File: src/rtl/brp_pkg.sv
// ---------------------------------------------------------------------------
// brp_pkg: shared types and constants for the BAM record parser
// Result kinds, error codes, parse phases and the base decode table.
// ---------------------------------------------------------------------------
package brp_pkg;

	localparam int FIFO_DEPTH = 4;

	typedef enum logic [3:0] {
		K_FIXED     = 4'd0,
		K_NAME      = 4'd1,
		K_CIGAR     = 4'd2,
		K_BASE      = 4'd3,
		K_QUAL      = 4'd4,
		K_QUAL_NA   = 4'd5,
		K_REC_END   = 4'd6,
		K_CLEAN_END = 4'd7,
		K_ERROR     = 4'd8
	} kind_t;

	typedef enum logic [2:0] {
		E_NONE      = 3'd0,
		E_TRUNC     = 3'd1,
		E_SMALL     = 3'd2,
		E_EMPTYNAME = 3'd3,
		E_NEGLEN    = 3'd4,
		E_OVERFLOW  = 3'd5,
		E_BADOP     = 3'd6
	} err_t;

	typedef enum logic [2:0] {
		PH_SIZE  = 3'd0,
		PH_FIXED = 3'd1,
		PH_NAME  = 3'd2,
		PH_CIGAR = 3'd3,
		PH_SEQ   = 3'd4,
		PH_QUAL  = 3'd5,
		PH_TAGS  = 3'd6
	} phase_t;

	// one result: 4+3+32+4+8+3+1 bits
	typedef struct packed {
		logic        last;
		err_t        err;
		logic [7:0]  ch;
		logic [3:0]  op;
		logic [31:0] value;
		logic [2:0]  fid;
		kind_t       kind;
	} res_t;

	// up to three results from one byte
	typedef struct packed {
		logic [1:0] count;
		res_t       r2;
		res_t       r1;
		res_t       r0;
	} bundle_t;

	localparam logic [7:0] QUAL_NA_BYTE = 8'hFF;
	localparam logic [7:0] PHRED_OFFSET = 8'd33;
	localparam logic [31:0] FIXED_LEN   = 32'd32;

	function automatic logic [7:0] base_char(input logic [3:0] nib);
		logic [7:0] c;
		case (nib)
			4'd0:  c = "=";
			4'd1:  c = "A";
			4'd2:  c = "C";
			4'd3:  c = "M";
			4'd4:  c = "G";
			4'd5:  c = "R";
			4'd6:  c = "S";
			4'd7:  c = "V";
			4'd8:  c = "T";
			4'd9:  c = "W";
			4'd10: c = "Y";
			4'd11: c = "H";
			4'd12: c = "K";
			4'd13: c = "D";
			4'd14: c = "B";
			default: c = "N";
		endcase
		return c;
	endfunction

	function automatic res_t mk(input kind_t k, input logic [2:0] f, input logic [31:0] v,
			input logic [3:0] o, input logic [7:0] c, input err_t e);
		res_t r;
		r.last  = 1'b0;
		r.kind  = k;
		r.fid   = f;
		r.value = v;
		r.op    = o;
		r.ch    = c;
		r.err   = e;
		return r;
	endfunction

endpackage

File: src/rtl/brp_front.sv
// ---------------------------------------------------------------------------
// brp_front: byte classifier
// Tracks the record layout and turns each byte into a bundle of results.
// ---------------------------------------------------------------------------
module brp_front (
	input  logic              clk,
	input  logic              arst_n,
	input  logic              in_valid,
	output logic              in_ready,
	input  logic [7:0]        data_byte,
	input  logic              end_of_input,
	output logic              b_valid,
	input  logic              b_ready,
	output brp_pkg::bundle_t  b_data
);

	brp_pkg::phase_t phase_q;
	logic [1:0]  biw_q;
	logic [31:0] word_q;
	logic [31:0] block_left_q;
	logic [7:0]  name_len_q;
	logic [7:0]  name_left_q;
	logic [15:0] cigar_left_q;
	logic [30:0] seq_len_q;
	logic [30:0] items_left_q;
	logic        qskip_q;
	logic        halted_q;
	logic [18:0] fix_sum_q;

	// layout check: name and cigar part registered one byte ahead, l_seq added at byte 19
	logic [33:0] var_sum;
	logic        ovf;

	brp_pkg::phase_t phase_d;
	logic [1:0]  biw_d;
	logic [31:0] word_d;
	logic [31:0] block_left_d;
	logic [7:0]  name_len_d, name_left_d;
	logic [15:0] cigar_left_d;
	logic [30:0] seq_len_d, items_left_d;
	logic        qskip_d, halted_d;
	brp_pkg::res_t r [3];
	logic [1:0]  cnt;
	logic [31:0] gw;
	logic [31:0] bl_dec;
	logic [4:0]  off;
	logic [30:0] il_dec;
	logic        acc;

	assign in_ready = b_ready;
	assign acc = in_valid && in_ready;
	assign gw = (biw_q == 2'd0) ? {24'd0, data_byte} :
		(word_q | ({24'd0, data_byte} << {biw_q, 3'b000}));
	assign bl_dec = block_left_q - 32'd1;
	assign off = 5'(6'd32 - items_left_q[5:0]);
	assign il_dec = items_left_q - 31'd1;

	// name plus four bytes per cigar word plus the 12 bytes that follow l_seq
	always_ff @(posedge clk or negedge arst_n) begin
		if (!arst_n) begin
			fix_sum_q <= '0;
		end else if (acc && phase_q == brp_pkg::PH_FIXED) begin
			fix_sum_q <= {11'd0, name_len_q} + {1'b0, cigar_left_q, 2'b00} + 19'd12;
		end
	end

	// add packed and quality bytes of l_seq and compare with the bytes left
	always_comb begin
		var_sum = {15'd0, fix_sum_q} + {3'd0, gw[30:0]} + {4'd0, gw[30:1]}
			+ {33'd0, gw[0]};
		ovf = var_sum > {2'd0, bl_dec};
	end

	// phase update and result generation
	always_comb begin
		phase_d = phase_q; biw_d = biw_q; word_d = word_q; block_left_d = block_left_q;
		name_len_d = name_len_q; name_left_d = name_left_q; cigar_left_d = cigar_left_q;
		seq_len_d = seq_len_q; items_left_d = items_left_q; qskip_d = qskip_q;
		halted_d = halted_q;
		cnt = 2'd0;
		for (int i = 0; i < 3; i++) begin
			r[i] = '0;
		end
		if (halted_q) begin
			cnt = 2'd0;
		end else if (end_of_input) begin
			halted_d = 1'b1;
			cnt = 2'd1;
			if (phase_q == brp_pkg::PH_SIZE && biw_q == 2'd0) begin
				r[0] = brp_pkg::mk(brp_pkg::K_CLEAN_END, 3'd0, 32'd0, 4'd0, 8'd0,
					brp_pkg::E_NONE);
			end else begin
				r[0] = brp_pkg::mk(brp_pkg::K_ERROR, 3'd0, 32'd0, 4'd0, 8'd0,
					brp_pkg::E_TRUNC);
			end
		end else if (phase_q == brp_pkg::PH_SIZE) begin
			word_d = gw;
			biw_d = biw_q + 2'd1;
			if (biw_q == 2'd3) begin
				if (gw < brp_pkg::FIXED_LEN) begin
					halted_d = 1'b1;
					cnt = 2'd1;
					r[0] = brp_pkg::mk(brp_pkg::K_ERROR, 3'd0, 32'd0, 4'd0, 8'd0,
						brp_pkg::E_SMALL);
				end else begin
					block_left_d = gw;
					phase_d = brp_pkg::PH_FIXED;
					items_left_d = 31'd32;
				end
			end
		end else begin
			block_left_d = bl_dec;
			case (phase_q)
				brp_pkg::PH_FIXED: begin
					word_d = gw;
					biw_d = biw_q + 2'd1;
					items_left_d = il_dec;
					case (off)
						5'd3:  begin cnt = 2'd1; r[0] = brp_pkg::mk(brp_pkg::K_FIXED, 3'd0,
							gw, 4'd0, 8'd0, brp_pkg::E_NONE); end
						5'd7:  begin cnt = 2'd1; r[0] = brp_pkg::mk(brp_pkg::K_FIXED, 3'd1,
							gw, 4'd0, 8'd0, brp_pkg::E_NONE); end
						5'd8:  name_len_d = data_byte;
						5'd9:  begin cnt = 2'd1; r[0] = brp_pkg::mk(brp_pkg::K_FIXED, 3'd2,
							{24'd0, data_byte}, 4'd0, 8'd0, brp_pkg::E_NONE); end
						5'd13: cigar_left_d = gw[15:0];
						5'd15: begin cnt = 2'd1; r[0] = brp_pkg::mk(brp_pkg::K_FIXED, 3'd3,
							{16'd0, gw[31:16]}, 4'd0, 8'd0, brp_pkg::E_NONE); end
						5'd19: begin
							if (name_len_q == 8'd0 || gw[31] || ovf) begin
								cnt = 2'd1;
								halted_d = 1'b1;
								r[0] = brp_pkg::mk(brp_pkg::K_ERROR, 3'd0, 32'd0, 4'd0,
									8'd0, (name_len_q == 8'd0) ? brp_pkg::E_EMPTYNAME :
									(gw[31] ? brp_pkg::E_NEGLEN : brp_pkg::E_OVERFLOW));
							end
							seq_len_d = gw[30:0];
						end
						5'd23: begin cnt = 2'd1; r[0] = brp_pkg::mk(brp_pkg::K_FIXED, 3'd4,
							gw, 4'd0, 8'd0, brp_pkg::E_NONE); end
						5'd27: begin cnt = 2'd1; r[0] = brp_pkg::mk(brp_pkg::K_FIXED, 3'd5,
							gw, 4'd0, 8'd0, brp_pkg::E_NONE); end
						5'd31: begin
							cnt = 2'd1;
							r[0] = brp_pkg::mk(brp_pkg::K_FIXED, 3'd6, gw, 4'd0, 8'd0,
								brp_pkg::E_NONE);
							phase_d = brp_pkg::PH_NAME;
							name_left_d = name_len_q;
						end
						default: ;
					endcase
				end
				brp_pkg::PH_NAME: begin
					name_left_d = name_left_q - 8'd1;
					if (!(name_left_d == 8'd0 && data_byte == 8'd0)) begin
						cnt = 2'd1;
						r[0] = brp_pkg::mk(brp_pkg::K_NAME, 3'd0, 32'd0, 4'd0, data_byte,
							brp_pkg::E_NONE);
					end
					if (name_left_d == 8'd0) begin
						// skip empty cigar, sequence and tag sections in this byte
						if (cigar_left_q != 16'd0) begin
							phase_d = brp_pkg::PH_CIGAR;
							biw_d = 2'd0;
							word_d = 32'd0;
						end else if (seq_len_q != 31'd0) begin
							phase_d = brp_pkg::PH_SEQ;
							items_left_d = seq_len_q;
						end else begin
							r[cnt] = brp_pkg::mk(brp_pkg::K_QUAL_NA, 3'd0, 32'd0, 4'd0,
								8'd0, brp_pkg::E_NONE);
							cnt = cnt + 2'd1;
							if (bl_dec != 32'd0) begin
								phase_d = brp_pkg::PH_TAGS;
							end else begin
								r[cnt] = brp_pkg::mk(brp_pkg::K_REC_END, 3'd0, 32'd0,
									4'd0, 8'd0, brp_pkg::E_NONE);
								cnt = cnt + 2'd1;
								phase_d = brp_pkg::PH_SIZE;
								biw_d = 2'd0;
								word_d = 32'd0;
							end
						end
					end
				end
				brp_pkg::PH_CIGAR: begin
					word_d = gw;
					biw_d = biw_q + 2'd1;
					if (biw_q == 2'd3) begin
						if (gw[3:0] > 4'd8) begin
							cnt = 2'd1;
							halted_d = 1'b1;
							r[0] = brp_pkg::mk(brp_pkg::K_ERROR, 3'd0, 32'd0, 4'd0, 8'd0,
								brp_pkg::E_BADOP);
						end else begin
							cnt = 2'd1;
							r[0] = brp_pkg::mk(brp_pkg::K_CIGAR, 3'd0, {4'd0, gw[31:4]},
								gw[3:0], 8'd0, brp_pkg::E_NONE);
							cigar_left_d = cigar_left_q - 16'd1;
							if (cigar_left_d == 16'd0) begin
								if (seq_len_q != 31'd0) begin
									phase_d = brp_pkg::PH_SEQ;
									items_left_d = seq_len_q;
								end else begin
									r[1] = brp_pkg::mk(brp_pkg::K_QUAL_NA, 3'd0, 32'd0,
										4'd0, 8'd0, brp_pkg::E_NONE);
									cnt = 2'd2;
									if (bl_dec != 32'd0) begin
										phase_d = brp_pkg::PH_TAGS;
									end else begin
										r[2] = brp_pkg::mk(brp_pkg::K_REC_END, 3'd0, 32'd0,
											4'd0, 8'd0, brp_pkg::E_NONE);
										cnt = 2'd3;
										phase_d = brp_pkg::PH_SIZE;
										biw_d = 2'd0;
										word_d = 32'd0;
									end
								end
							end
						end
					end
				end
				brp_pkg::PH_SEQ: begin
					cnt = 2'd1;
					r[0] = brp_pkg::mk(brp_pkg::K_BASE, 3'd0, 32'd0, 4'd0,
						brp_pkg::base_char(data_byte[7:4]), brp_pkg::E_NONE);
					items_left_d = il_dec;
					if (il_dec != 31'd0) begin
						cnt = 2'd2;
						r[1] = brp_pkg::mk(brp_pkg::K_BASE, 3'd0, 32'd0, 4'd0,
							brp_pkg::base_char(data_byte[3:0]), brp_pkg::E_NONE);
						items_left_d = items_left_q - 31'd2;
					end
					if (items_left_d == 31'd0) begin
						phase_d = brp_pkg::PH_QUAL;
						items_left_d = seq_len_q;
						qskip_d = 1'b0;
					end
				end
				brp_pkg::PH_QUAL: begin
					if (items_left_q == seq_len_q && data_byte == brp_pkg::QUAL_NA_BYTE) begin
						cnt = 2'd1;
						r[0] = brp_pkg::mk(brp_pkg::K_QUAL_NA, 3'd0, 32'd0, 4'd0, 8'd0,
							brp_pkg::E_NONE);
						qskip_d = 1'b1;
					end else if (!qskip_q) begin
						cnt = 2'd1;
						r[0] = brp_pkg::mk(brp_pkg::K_QUAL, 3'd0, 32'd0, 4'd0,
							data_byte + brp_pkg::PHRED_OFFSET, brp_pkg::E_NONE);
					end
					items_left_d = il_dec;
					if (il_dec == 31'd0) begin
						if (bl_dec != 32'd0) begin
							phase_d = brp_pkg::PH_TAGS;
						end else begin
							r[cnt] = brp_pkg::mk(brp_pkg::K_REC_END, 3'd0, 32'd0, 4'd0,
								8'd0, brp_pkg::E_NONE);
							cnt = cnt + 2'd1;
							phase_d = brp_pkg::PH_SIZE;
							biw_d = 2'd0;
							word_d = 32'd0;
						end
					end
				end
				default: begin
					if (bl_dec == 32'd0) begin
						cnt = 2'd1;
						r[0] = brp_pkg::mk(brp_pkg::K_REC_END, 3'd0, 32'd0, 4'd0, 8'd0,
							brp_pkg::E_NONE);
						phase_d = brp_pkg::PH_SIZE;
						biw_d = 2'd0;
						word_d = 32'd0;
					end
				end
			endcase
		end
		if (cnt != 2'd0) begin
			r[cnt - 2'd1].last = 1'b1;
		end
	end

	// advance state on each accepted byte
	always_ff @(posedge clk or negedge arst_n) begin
		if (!arst_n) begin
			phase_q <= brp_pkg::PH_SIZE;
			biw_q <= '0; word_q <= '0; block_left_q <= '0; name_len_q <= '0;
			name_left_q <= '0; cigar_left_q <= '0; seq_len_q <= '0;
			items_left_q <= '0; qskip_q <= 1'b0; halted_q <= 1'b0;
		end else if (acc) begin
			phase_q <= phase_d;
			biw_q <= biw_d; word_q <= word_d; block_left_q <= block_left_d;
			name_len_q <= name_len_d; name_left_q <= name_left_d;
			cigar_left_q <= cigar_left_d; seq_len_q <= seq_len_d;
			items_left_q <= items_left_d; qskip_q <= qskip_d; halted_q <= halted_d;
		end
	end

	assign b_valid = acc && (cnt != 2'd0);
	always_comb begin
		b_data.count = cnt;
		b_data.r0 = r[0];
		b_data.r1 = r[1];
		b_data.r2 = r[2];
	end

`ifndef NO_ASSERTIONS
	a_halt_sticky: assert property (@(posedge clk) disable iff (!arst_n)
		halted_q |=> halted_q) else $error("halt flag cleared");
	a_halt_quiet: assert property (@(posedge clk) disable iff (!arst_n)
		halted_q |-> !b_valid) else $error("bundle after halt");
	a_biw_size: assert property (@(posedge clk) disable iff (!arst_n)
		(phase_q == brp_pkg::PH_NAME) |-> (biw_q == 2'd0)) else $error("word misaligned");
`endif

endmodule

File: src/rtl/brp_back.sv
// ---------------------------------------------------------------------------
// brp_back: result queue and serializer
// Queues result bundles and hands out one result item per cycle while o_ready is high.
// ---------------------------------------------------------------------------
module brp_back #(
	parameter int Depth = brp_pkg::FIFO_DEPTH
) (
	input  logic              clk,
	input  logic              arst_n,
	input  logic              b_valid,
	output logic              b_ready,
	input  brp_pkg::bundle_t  b_data,
	output logic              o_valid,
	input  logic              o_ready,
	output brp_pkg::res_t     o_data
);

	localparam int AW = (Depth > 1) ? $clog2(Depth) : 1;

	brp_pkg::bundle_t mem_q [Depth];
	logic [AW-1:0] wp_q, rp_q;
	logic [AW:0]   cnt_q;
	logic [1:0]    sel_q;
	brp_pkg::bundle_t head;
	logic push, pop, take;

	assign head = mem_q[rp_q];
	assign b_ready = (cnt_q != AW'(0) + (AW+1)'(Depth));
	assign push = b_valid && b_ready;
	assign o_valid = (cnt_q != '0);
	assign take = o_valid && o_ready;
	assign pop = take && ((sel_q + 2'd1) == head.count);

	always_comb begin
		case (sel_q)
			2'd0: o_data = head.r0;
			2'd1: o_data = head.r1;
			default: o_data = head.r2;
		endcase
	end

	// store bundles
	always_ff @(posedge clk) begin
		if (push) begin
			mem_q[wp_q] <= b_data;
		end
	end

	// advance pointers and result index
	always_ff @(posedge clk or negedge arst_n) begin
		if (!arst_n) begin
			wp_q <= '0; rp_q <= '0; cnt_q <= '0; sel_q <= '0;
		end else begin
			if (push) wp_q <= (wp_q == AW'(Depth - 1)) ? '0 : wp_q + AW'(1);
			if (pop) rp_q <= (rp_q == AW'(Depth - 1)) ? '0 : rp_q + AW'(1);
			cnt_q <= cnt_q + (AW+1)'(push) - (AW+1)'(pop);
			if (pop) sel_q <= '0;
			else if (take) sel_q <= sel_q + 2'd1;
		end
	end

`ifndef NO_ASSERTIONS
	a_no_over: assert property (@(posedge clk) disable iff (!arst_n)
		(cnt_q == (AW+1)'(Depth)) |-> !push) else $error("queue overflow");
	a_sel_rng: assert property (@(posedge clk) disable iff (!arst_n)
		o_valid |-> (sel_q < head.count)) else $error("result index past bundle");
	a_last: assert property (@(posedge clk) disable iff (!arst_n)
		pop |-> o_data.last) else $error("bundle ends without last");
`endif

endmodule

File: src/rtl/bam_record_parser.sv
// ---------------------------------------------------------------------------
// bam_record_parser: BAM alignment record decoder
// Decodes decompressed BAM record bytes into fields, names, CIGAR, bases.
// ---------------------------------------------------------------------------
// Usage: feed stream bytes after the file header on s_axis, one per item;
// tuser=1 marks end of stream (tdata ignored). Results leave on m_axis,
// up to three per input byte, tuser carrying the result kind and tlast
// marking the last result of that byte.
// Each byte's bundle is registered in the queue when the byte is accepted.
// Throughput: one byte per cycle into a bundle queue while it has room; the
// output side drains one result per cycle while m_axis_tready is high, so
// sustained sequence input (two bases per byte) is bounded by the single result port.
// Reset clears the parser to await a block size; the queue empties.
// When m_axis stalls, the queue fills and s_axis_tready drops; nothing is lost.
// After an error or clean end the block drops all further bytes until reset.
// ---------------------------------------------------------------------------
module bam_record_parser #(
	parameter int Depth = brp_pkg::FIFO_DEPTH
) (
	input  logic        clk,
	input  logic        arst_n,
	input  logic        s_axis_tvalid,
	output logic        s_axis_tready,
	input  logic [7:0]  s_axis_tdata,   // [7:0] data_byte
	input  logic        s_axis_tuser,   // [0] end_of_input
	output logic        m_axis_tvalid,
	input  logic        m_axis_tready,
	// [2:0] field_id, [34:3] value, [38:35] cigar_op,
	// [46:39] char_out, [49:47] error_code, [55:50] zero
	output logic [55:0] m_axis_tdata,
	output logic [3:0]  m_axis_tuser,   // [3:0] kind
	output logic        m_axis_tlast
);

	logic             b_valid, b_ready;
	brp_pkg::bundle_t b_data;
	brp_pkg::res_t    o_data;

	brp_front u_front (
		.clk, .arst_n,
		.in_valid(s_axis_tvalid), .in_ready(s_axis_tready),
		.data_byte(s_axis_tdata), .end_of_input(s_axis_tuser),
		.b_valid, .b_ready, .b_data
	);

	brp_back #(.Depth(Depth)) u_back (
		.clk, .arst_n,
		.b_valid, .b_ready, .b_data,
		.o_valid(m_axis_tvalid), .o_ready(m_axis_tready), .o_data
	);

	// pack one result item
	assign m_axis_tdata = {6'b000000, o_data.err, o_data.ch, o_data.op, o_data.value,
		o_data.fid};
	assign m_axis_tuser = o_data.kind;
	assign m_axis_tlast = o_data.last;

endmodule

File: config.mk
export PLATFORM = sky130hd
export DESIGN_NAME = bam_record_parser
export DESIGN_NICKNAME = d
export VERILOG_FILES = /design/src/rtl/brp_pkg.sv /design/src/rtl/brp_front.sv /design/src/rtl/brp_back.sv /design/src/rtl/bam_record_parser.sv
export SDC_FILE = /design/constraint.sdc
export NUM_CORES = 1
export LEC_CHECK = 0
export BUFFER_PORTS_ARGS = -buffer_cell sky130_fd_sc_hd__buf_2
export CORE_ASPECT_RATIO = 0.5
export CORE_MARGIN = 3
export CORE_UTILIZATION = 45
export DETAILED_ROUTE_END_ITERATION = 10
export MAX_ROUTING_LAYER = met4
export PLACE_DENSITY = 0.6
export SYNTH_ARGS = -nofsm -noshare
export SYNTH_HDL_FRONTEND = slang
export SYNTH_HIERARCHICAL = 1
export SYNTH_SLANG_ARGS = --single-unit
File: constraint.sdc
create_clock -name clk -period 14.03 [get_ports clk]
set_clock_uncertainty 0.05 [all_clocks]
set_input_delay 0.7015 -clock clk [delete_from_list [all_inputs] [get_ports clk]]
set_output_delay 0.7015 -clock clk [all_outputs]
set_load 0.02 [all_outputs]
* Word-level counts from Yosys, hierarchy flattened
Memory sizes are Yosys's and may differ from the RTL's.
Cells that the tools add are included.
** Word-level totals
- Bits in registers :: 193
- Memory bits (writable) :: 668
- ROM bits :: 224
- Input port bits :: 13
- Output and inout bits :: 63
- Logic and storage cells :: 328
- Memories :: 3
** Memory list
- u_back.mem_q :: depth 4, bits a word 167, read ports 1, clocked after Yosys merged registers in 0, wr ports 1, line brp_back.sv:20 : brp_pkg::bundle_t mem_q [Depth];
- (no name shown) :: depth 16, bits a word 7, read ports 1, clocked after Yosys merged registers in 0, wr ports 0, line brp_pkg.sv:66 : case (nib)
- (no name shown) :: depth 16, bits a word 7, read ports 1, clocked after Yosys merged registers in 0, wr ports 0, line brp_pkg.sv:66
** Cells by class
- $add $sub $neg :: 22
- $lt $le $gt $ge :: 11
- Eq/ne operators :: 40
- Shifts and indexed selects :: 1
- Mux-type cells :: 169
- Bitwise logic cells :: 17
- Reductions and logical operators :: 49
** Operators by type and width (count)
- 2-to-1 mux 165 bit :: 8
- 2-to-1 mux 55 bit :: 16
- 2-to-1 mux 32 bit :: 16
- AND 159 bit :: 3
- inverter 159 bit :: 3
- 2-to-1 mux 31 bit :: 15
- demux 55 bit (select 2 bit) :: 4
- 2-to-1 mux 110 bit :: 4
- one-hot mux 55 bit (8 select lines) :: 1
- one-hot mux 55 bit (5 select lines) :: 1
- one-hot mux 55 bit (4 select lines) :: 1
- bitwise mux 165 bit :: 1
- one-hot mux 55 bit (3 select lines) :: 1
- 2-to-1 mux 164 bit :: 1
- one-hot mux 32 bit (5 select lines) :: 1
- 2-to-1 mux 51 bit :: 3
- one-hot mux 31 bit (4 select lines) :: 1
- one-hot mux 55 bit (2 select lines) :: 1
- 2-to-1 mux 54 bit :: 2
- 2-to-1 mux 2 bit :: 40
- logical NOT 31 bit :: 2
- nonzero test 31 bit :: 2
- 2-to-1 mux 58 bit :: 1
- 2-to-1 mux 53 bit :: 1
- other kinds (77) :: 180

* Depth between registers and ports, before layout
- Depth in word-level cells :: 26
- Mapped depth :: 41
- Gate-level depth less buffers :: 38

* Hierarchy
The synthesis kept the hierarchy.
** Modules (own cells, without submodules)
- brp_back :: instances 1, cells each 1110, area an instance 25468.2 um^2, seq. area each 20284.5 um^2
- brp_front :: instances 1, cells each 2429, area an instance 19123.3 um^2, seq. area each 4604.4 um^2
- bam_record_parser :: instances 1, cells each 7, area an instance 48.8 um^2, seq. area each 0.0 um^2

* Least setup slack after synthesis
No wires, ideal clock.
- Path kind :: flip-flop to flip-flop
- Start :: reg u_front.biw_q[0]
- End :: mem u_back/mem_q[1][0] (netlist name), enable pin
- Setup time :: 0.547 ns
- Data arrival time :: 10.314 ns
- Required time :: 13.433 ns
- Path slack :: 3.119 ns
- Cell stages (with the launch flop) :: 30
- Path buffers :: 2
- Period minus slack after synthesis :: 10.911 ns
- Path through :: dfrtp_1 -> clkbuf_1 -> inv_1 -> ha_1 -> buf_2 -> o21bai_1 -> a22oi_1 -> clkinv_1 -> fa_1 -> ha_1 -> a21o_1 -> a21oi_1 -> nor2b_1 -> o41ai_1 -> a211oi_1 -> o41ai_1 -> a21oi_1 -> o2111ai_1 -> nand2_1 -> o311ai_0 -> ha_1 -> nand4_1 -> nor2_1 -> nand2_1 -> o31ai_1 -> a31oi_1 -> nand2_1 -> a211o_1 -> a31oi_1 -> and3_1
** Between the ends
- Cells in the longest elaborated chain, start to end :: 19
- Elaborated cells on any way between the ends :: 28
- Those cells by class :: add/sub: 3; order compare: 3; eq/ne: 1; shift: 1; mux: 13; bitwise: 1; reduce/logical: 6
** RTL lines
- from (decl) :: line brp_front.sv:18 : logic [1:0] biw_q;
- from (signal assigned) :: line brp_front.sv:291 : biw_q <= biw_d; word_q <= word_d; block_left_q <= block_left_d;
- left shift 8 x 5 -> 32 bit :: line brp_front.sv:53 : (word_q | ({24'd0, data_byte} << {biw_q, 3'b000}));
- bitwise OR 32 bit :: line brp_front.sv:53
- 2-to-1 mux 32 bit * :: line brp_front.sv:52 : assign gw = (biw_q == 2'd0) ? {24'd0, data_byte} :
- named net u_front.gw[2] :: line brp_front.sv:44 : logic [31:0] gw;
- adder 19 x 31 -> 32 bit :: line brp_front.sv:69 : var_sum = {15'd0, fix_sum_q} + {3'd0, gw[30:0]} + {4'd0, gw[30:1]}
- adder 34 x 30 -> 34 bit :: line brp_front.sv:69
- adder 34 x 1 -> 34 bit :: line brp_front.sv:70 : + {33'd0, gw[0]};
- greater-than comparator 34 x 32 -> 1 bit :: line brp_front.sv:71 : ovf = var_sum > {2'd0, bl_dec};
- [... 5 more ...]
- 2-to-1 mux 2 bit * :: line brp_front.sv:86 : end else if (end_of_input) begin
- 2-to-1 mux 2 bit * :: line brp_front.sv:84 : if (halted_q) begin
- nonzero test 2 bit * :: line brp_front.sv:298 : assign b_valid = acc && (cnt != 2'd0);
- logical AND 1 bit * :: line brp_front.sv:298
- named net b_valid :: line bam_record_parser.sv:35 : logic b_valid, b_ready;
- logical AND 1 bit * :: line brp_back.sv:29 : assign push = b_valid && b_ready;
- 2-to-1 mux 1 bit * :: line brp_back.sv:44 : if (push) begin
- 2-to-1 mux 1 bit (implied by the code) * :: line brp_back.sv:45 : mem_q[wp_q] <= b_data;
- to (decl) :: line brp_back.sv:20
Mark *: on every way through the listed nets, which the timed path passes. The rest lies on a longest branch.

* Final worst setup path
- Start :: reg u_front.biw_q[0]
- End :: mem u_back/mem_q[3][19] (netlist name), enable pin
The elaborated chain is that of the path after synthesis.

==> flow_summary.json <==
{
  "run_status": "complete, no violations",
  "fp.dieH_um": 228.7,
  "grt_util_all_layers": 0.2477,
  "dr_total_vias": 29820,
  "cts_buffer_depth": 3,
  "timing_worst_setup_path_type": "flop to flop",
  "setup.worst_path.end_class": "flop",
  "clock_sink_count": 861,
  "ys_types": 101,
  "netlist_area_mm2": 0.04464,
  "regToRegStartpoint": "u_front/biw_q[0]$_DFFE_PN0P_",
  "area_occupied_by_registers_mm2": 0.02490,
  "worst_setup_hold_path_clk_slew_ps": 60,
  "vdd_ir_drop_max_v": 0.00008718,
  "final-hold-violation-count": 0,
  "power.leakage_nw": 16.68,
  "drtPass1Iterations": 9,
  "worst_pin_slew_ps": 1312,
  "slew_viols_final": 0,
  "cellPowerDensity_mw_per_mm2": 103.0,
  "final_cycle_share": 0.7646,
  "dr.first_iter.drc_count": 3266,
  "cpPeakStageDelay_ps": 810,
  "post_synth.cell_area_avg_um2": 12.59,
  "hp-class": "input port to flop",
  "totalWireLength_um": 124900,
  "synth_edf_count": 668,
  "fmaxAchievable_ghz": 0.09322,
  "core-area_mm2": 0.09679,
  "startpoint_type": "flop",
  "timing.critical_path.fanout_max": 138,
  "cts_tree": "done",
  "rows": 80,
  "synthToLayoutAreaGrowth_pct": 8.669,
  "cp_data_required_time_ps": 14250,
  "cts_root_buffer": "sky130_fd_sc_hd__clkbuf_16",
  "crit_path_start": "u_front/biw_q[0]$_DFFE_PN0P_",
  "final_stage_net_count": 3721,
  "fill_cells": 8424,
  "setup_viol": 0,
  "final_period_minus_worst_setup_slack_ps": 10730,
  "grt_pass1_vias": 28800,
  "maxCapViolations": 0,
  "clkLatencyLatePin_ps": 690,
  "place.detailed.hpwl_um": 83000,
  "place.port_buffers": 69,
  "synth.ff_latch_count": 861,
  "grt_max_degree": 168,
  "num_cts_buffers": 79,
  "worst_hold_startpoint": "m_axis_tready",
  "grt.overflow.total": 0,
  "final_critical_path_setup_slack_ps": 3303,
  "die_w_um": 451.4,
  "maxSlewHeadroom": 0.1179,
  "pin_count": 76,
  "ant_nets": 0,
  "worst_r2r_path_depth": 28,
  "asyncSetResetFlopFracSynth": 0.2242,
  "drt_drc_violations_left": 0,
  "timing.critical_path.slowest_stage_cell": "sky130_fd_sc_hd__ha_1",
  "rsz0062_at_grt": "false",
  "route.detailed.vias_per_inst": 6.053,
  "grt_pass1_wl_um": 187900,
  "die-area_mm2": 0.1032,
  "synth_sequential_area_ratio": 0.5575,
  "post_synth_inst_count": 3546,
  "routability_congestion": 0.9327,
  "cts_max_level": 3,
  "effective_utilization_at_floorplan": 0.4612,
  "post_drt_wl_per_cell_um": 25.36,
  "layout-drive-gt1-share": 0.1475,
  "combined_area_of_the_multi_input_logic_cells_mm2": 0.01809,
  "ctsResizeCount": 0,
  "crit_arrival_ps": 10950,
  "post_route_setup_tns_ps": 0,
  "dp_slack_ps": 3578,
  "synth.yosys.warnings": 6,
  "hold_path_depth": 3,
  "antenna_found_initial": 7,
  "ys.flop_type": "sky130_fd_sc_hd__edfxtp_1"
}
==> stage by stage <==
step	power [mW]	instance area, µm²	std cells	hold WS (ps)	utilization
after global placement	2.892	45930	4777	416.7	0.4745
after global routing	5.170	48500	4922	311.1	0.5011
after CTS	5.033	48490	4919	283.8	0.5010
final	4.997	48510	4926	310.2	0.5012
after detailed placement	2.893	45930	4777	424.1	0.4745
after floorplan	2.876	45020	3646	355.9	-
==> cell type report <==
class,count,share of cell area
inverter,111,0.008589
clock buffer,104,0.04460
timing repair buffer,133,0.01854
tap,1312,0.03384
clock inverter,37,0.008021
sequential,861,0.5132
antenna,7,0.0003611
multi-input combinational,2361,0.3728
==> synthesized netlist by cell type, types with 9 or more instances <==
cell type / count / area, µm²
sky130_fd_sc_hd__edfxtp_1: 668 / 20060
sky130_fd_sc_hd__nand2_1: 329 / 1235
sky130_fd_sc_hd__nor2_1: 245 / 919.6
sky130_fd_sc_hd__a21oi_1: 196 / 980.9
sky130_fd_sc_hd__dfrtp_1: 193 / 4830
sky130_fd_sc_hd__o21ai_0: 178 / 890.9
sky130_fd_sc_hd__mux4_2: 167 / 3761
sky130_fd_sc_hd__clkbuf_1: 141 / 529.3
sky130_fd_sc_hd__ha_1: 141 / 1764
sky130_fd_sc_hd__buf_4: 110 / 825.8
sky130_fd_sc_hd__inv_1: 108 / 405.4
sky130_fd_sc_hd__xnor2_1: 104 / 910.9
sky130_fd_sc_hd__a22oi_1: 88 / 660.6
sky130_fd_sc_hd__nor3_1: 71 / 355.3
sky130_fd_sc_hd__xor2_1: 56 / 490.5
sky130_fd_sc_hd__nand4_1: 52 / 325.3
sky130_fd_sc_hd__nor4_1: 52 / 325.3
sky130_fd_sc_hd__nand3_1: 50 / 250.2
sky130_fd_sc_hd__a21o_1: 38 / 285.3
sky130_fd_sc_hd__buf_2: 34 / 170.2
sky130_fd_sc_hd__a211oi_1: 30 / 225.2
sky130_fd_sc_hd__a22o_2: 25 / 250.2
sky130_fd_sc_hd__nand2b_1: 25 / 156.4
sky130_fd_sc_hd__mux2_2: 23 / 259.0
sky130_fd_sc_hd__fa_1: 20 / 400.4
sky130_fd_sc_hd__or3_1: 20 / 125.1
sky130_fd_sc_hd__nor2b_1: 19 / 118.9
sky130_fd_sc_hd__o31ai_1: 18 / 135.1
sky130_fd_sc_hd__and3_1: 17 / 106.4
sky130_fd_sc_hd__a22o_1: 16 / 140.1
sky130_fd_sc_hd__or2_2: 15 / 93.84
sky130_fd_sc_hd__nand3b_1: 14 / 105.1
sky130_fd_sc_hd__o22ai_1: 14 / 87.58
sky130_fd_sc_hd__buf_1: 13 / 48.80
sky130_fd_sc_hd__buf_6: 12 / 135.1
sky130_fd_sc_hd__a31oi_1: 11 / 68.82
sky130_fd_sc_hd__nor3b_1: 11 / 82.58
sky130_fd_sc_hd__o21a_1: 11 / 82.58
sky130_fd_sc_hd__a222oi_1: 10 / 100.1
sky130_fd_sc_hd__and2_1: 10 / 62.56
sky130_fd_sc_hd__o221ai_1: 10 / 87.58
sky130_fd_sc_hd__and4_1: 9 / 78.83
sky130_fd_sc_hd__or4_1: 9 / 67.56
==> state kept, by name, summed over array words and instances (netlist names), 2 cells and up <==
register,flops
u_back/rp_q,2
u_front/seq_len_q,31
u_front/cigar_left_q,16
u_front/biw_q,2
u_back/cnt_q,3
u_back/sel_q,2
u_front/phase_q,3
u_back/wp_q,2
u_front/word_q,32
u_front/items_left_q,31
u_front/name_len_q,8
u_back/mem_q,668
u_front/block_left_q,32
u_front/name_left_q,8
u_front/fix_sum_q,19
==> routing by layer <==
layer	vias up	routed length, µm	track usage
met1	15070	56320	0.3589
li1	13260	-	-
met5	-	0	-
met2	1297	54010	0.3489
met3	196	11670	0.06231
met4	0	2934	0.06119
==> logic make-up (layout without fill, tap and decap cells) <==
logic type	Yosys count	count (layout)	share of synthesized area
AND/OR/NAND/NOR	999	999	0.1130
multiplexers	200	200	0.09244
buffers and inverters	424	385	0.04796
other	2	109	0.0001682
adder cells (fa/ha/maj)	161	161	0.04849
flip-flops	861	861	0.5575
XOR/XNOR	161	161	0.03176
AO/OA/AOI/OAI	738	738	0.1086
==> what timing repair did <==
item,4_1_cts,5_1_grt
hold endpoints to repair,6,0
hold buffers,1,0
setup buffers,0,0
==> power by group <==
group	total, mW	leakage [nW]	internal, mW	switching, mW
logic	0.111	7.43	0.0323	0.0785
registers	2.74	8.02	2.74	0
clock network	2.15	1.23	1.17	0.977
==> worst max-delay path, delay by kind of cell (launching register included) <==
kind	cells	cell delay, ps
AO/OA/AOI/OAI	13	4370
adder cells (fa/ha/maj)	4	2100
buffers and inverters	4	1850
AND/OR/NAND/NOR	7	1250
flip-flops	1	540
==> final timing paths <==
path | slack [ps] | to
min in group asynchronous | 540 | u_front/items_left_q[16]$_DFFE_PN0P_
max | 3300 | u_back/mem_q[3][19]$_DFFE_PP_
max in group asynchronous | 11910 | u_back/rp_q[0]$_DFFE_PN0P_
min reg2reg | 440 | u_back/sel_q[1]$_DFFE_PN0P_
min | 310 | u_back/sel_q[0]$_DFFE_PN0P_
max reg2reg | 3300 | u_back/mem_q[3][19]$_DFFE_PP_
==> placed cells by master (no fill, tap or decap), types with 30 or more instances in the layout <==
master,Yosys,layout
sky130_fd_sc_hd__nor3_1,71,69
sky130_fd_sc_hd__o21ai_0,178,178
sky130_fd_sc_hd__inv_1,108,108
sky130_fd_sc_hd__dfrtp_1,193,191
sky130_fd_sc_hd__edfxtp_1,668,668
sky130_fd_sc_hd__mux4_2,167,167
sky130_fd_sc_hd__buf_4,110,58
sky130_fd_sc_hd__nand4_1,52,52
sky130_fd_sc_hd__buf_2,34,68
sky130_fd_sc_hd__xor2_1,56,56
sky130_fd_sc_hd__a211oi_1,30,30
sky130_fd_sc_hd__conb_1,2,102
sky130_fd_sc_hd__clkbuf_16,0,81
sky130_fd_sc_hd__a21o_1,38,38
sky130_fd_sc_hd__ha_1,141,139
sky130_fd_sc_hd__nand3_1,50,50
sky130_fd_sc_hd__a22oi_1,88,88
sky130_fd_sc_hd__nor4_1,52,48
sky130_fd_sc_hd__nor2_1,245,242
sky130_fd_sc_hd__xnor2_1,104,104
sky130_fd_sc_hd__nand2_1,329,328
sky130_fd_sc_hd__a21oi_1,196,195
Note: power is estimated with default switching activity, not from simulation.
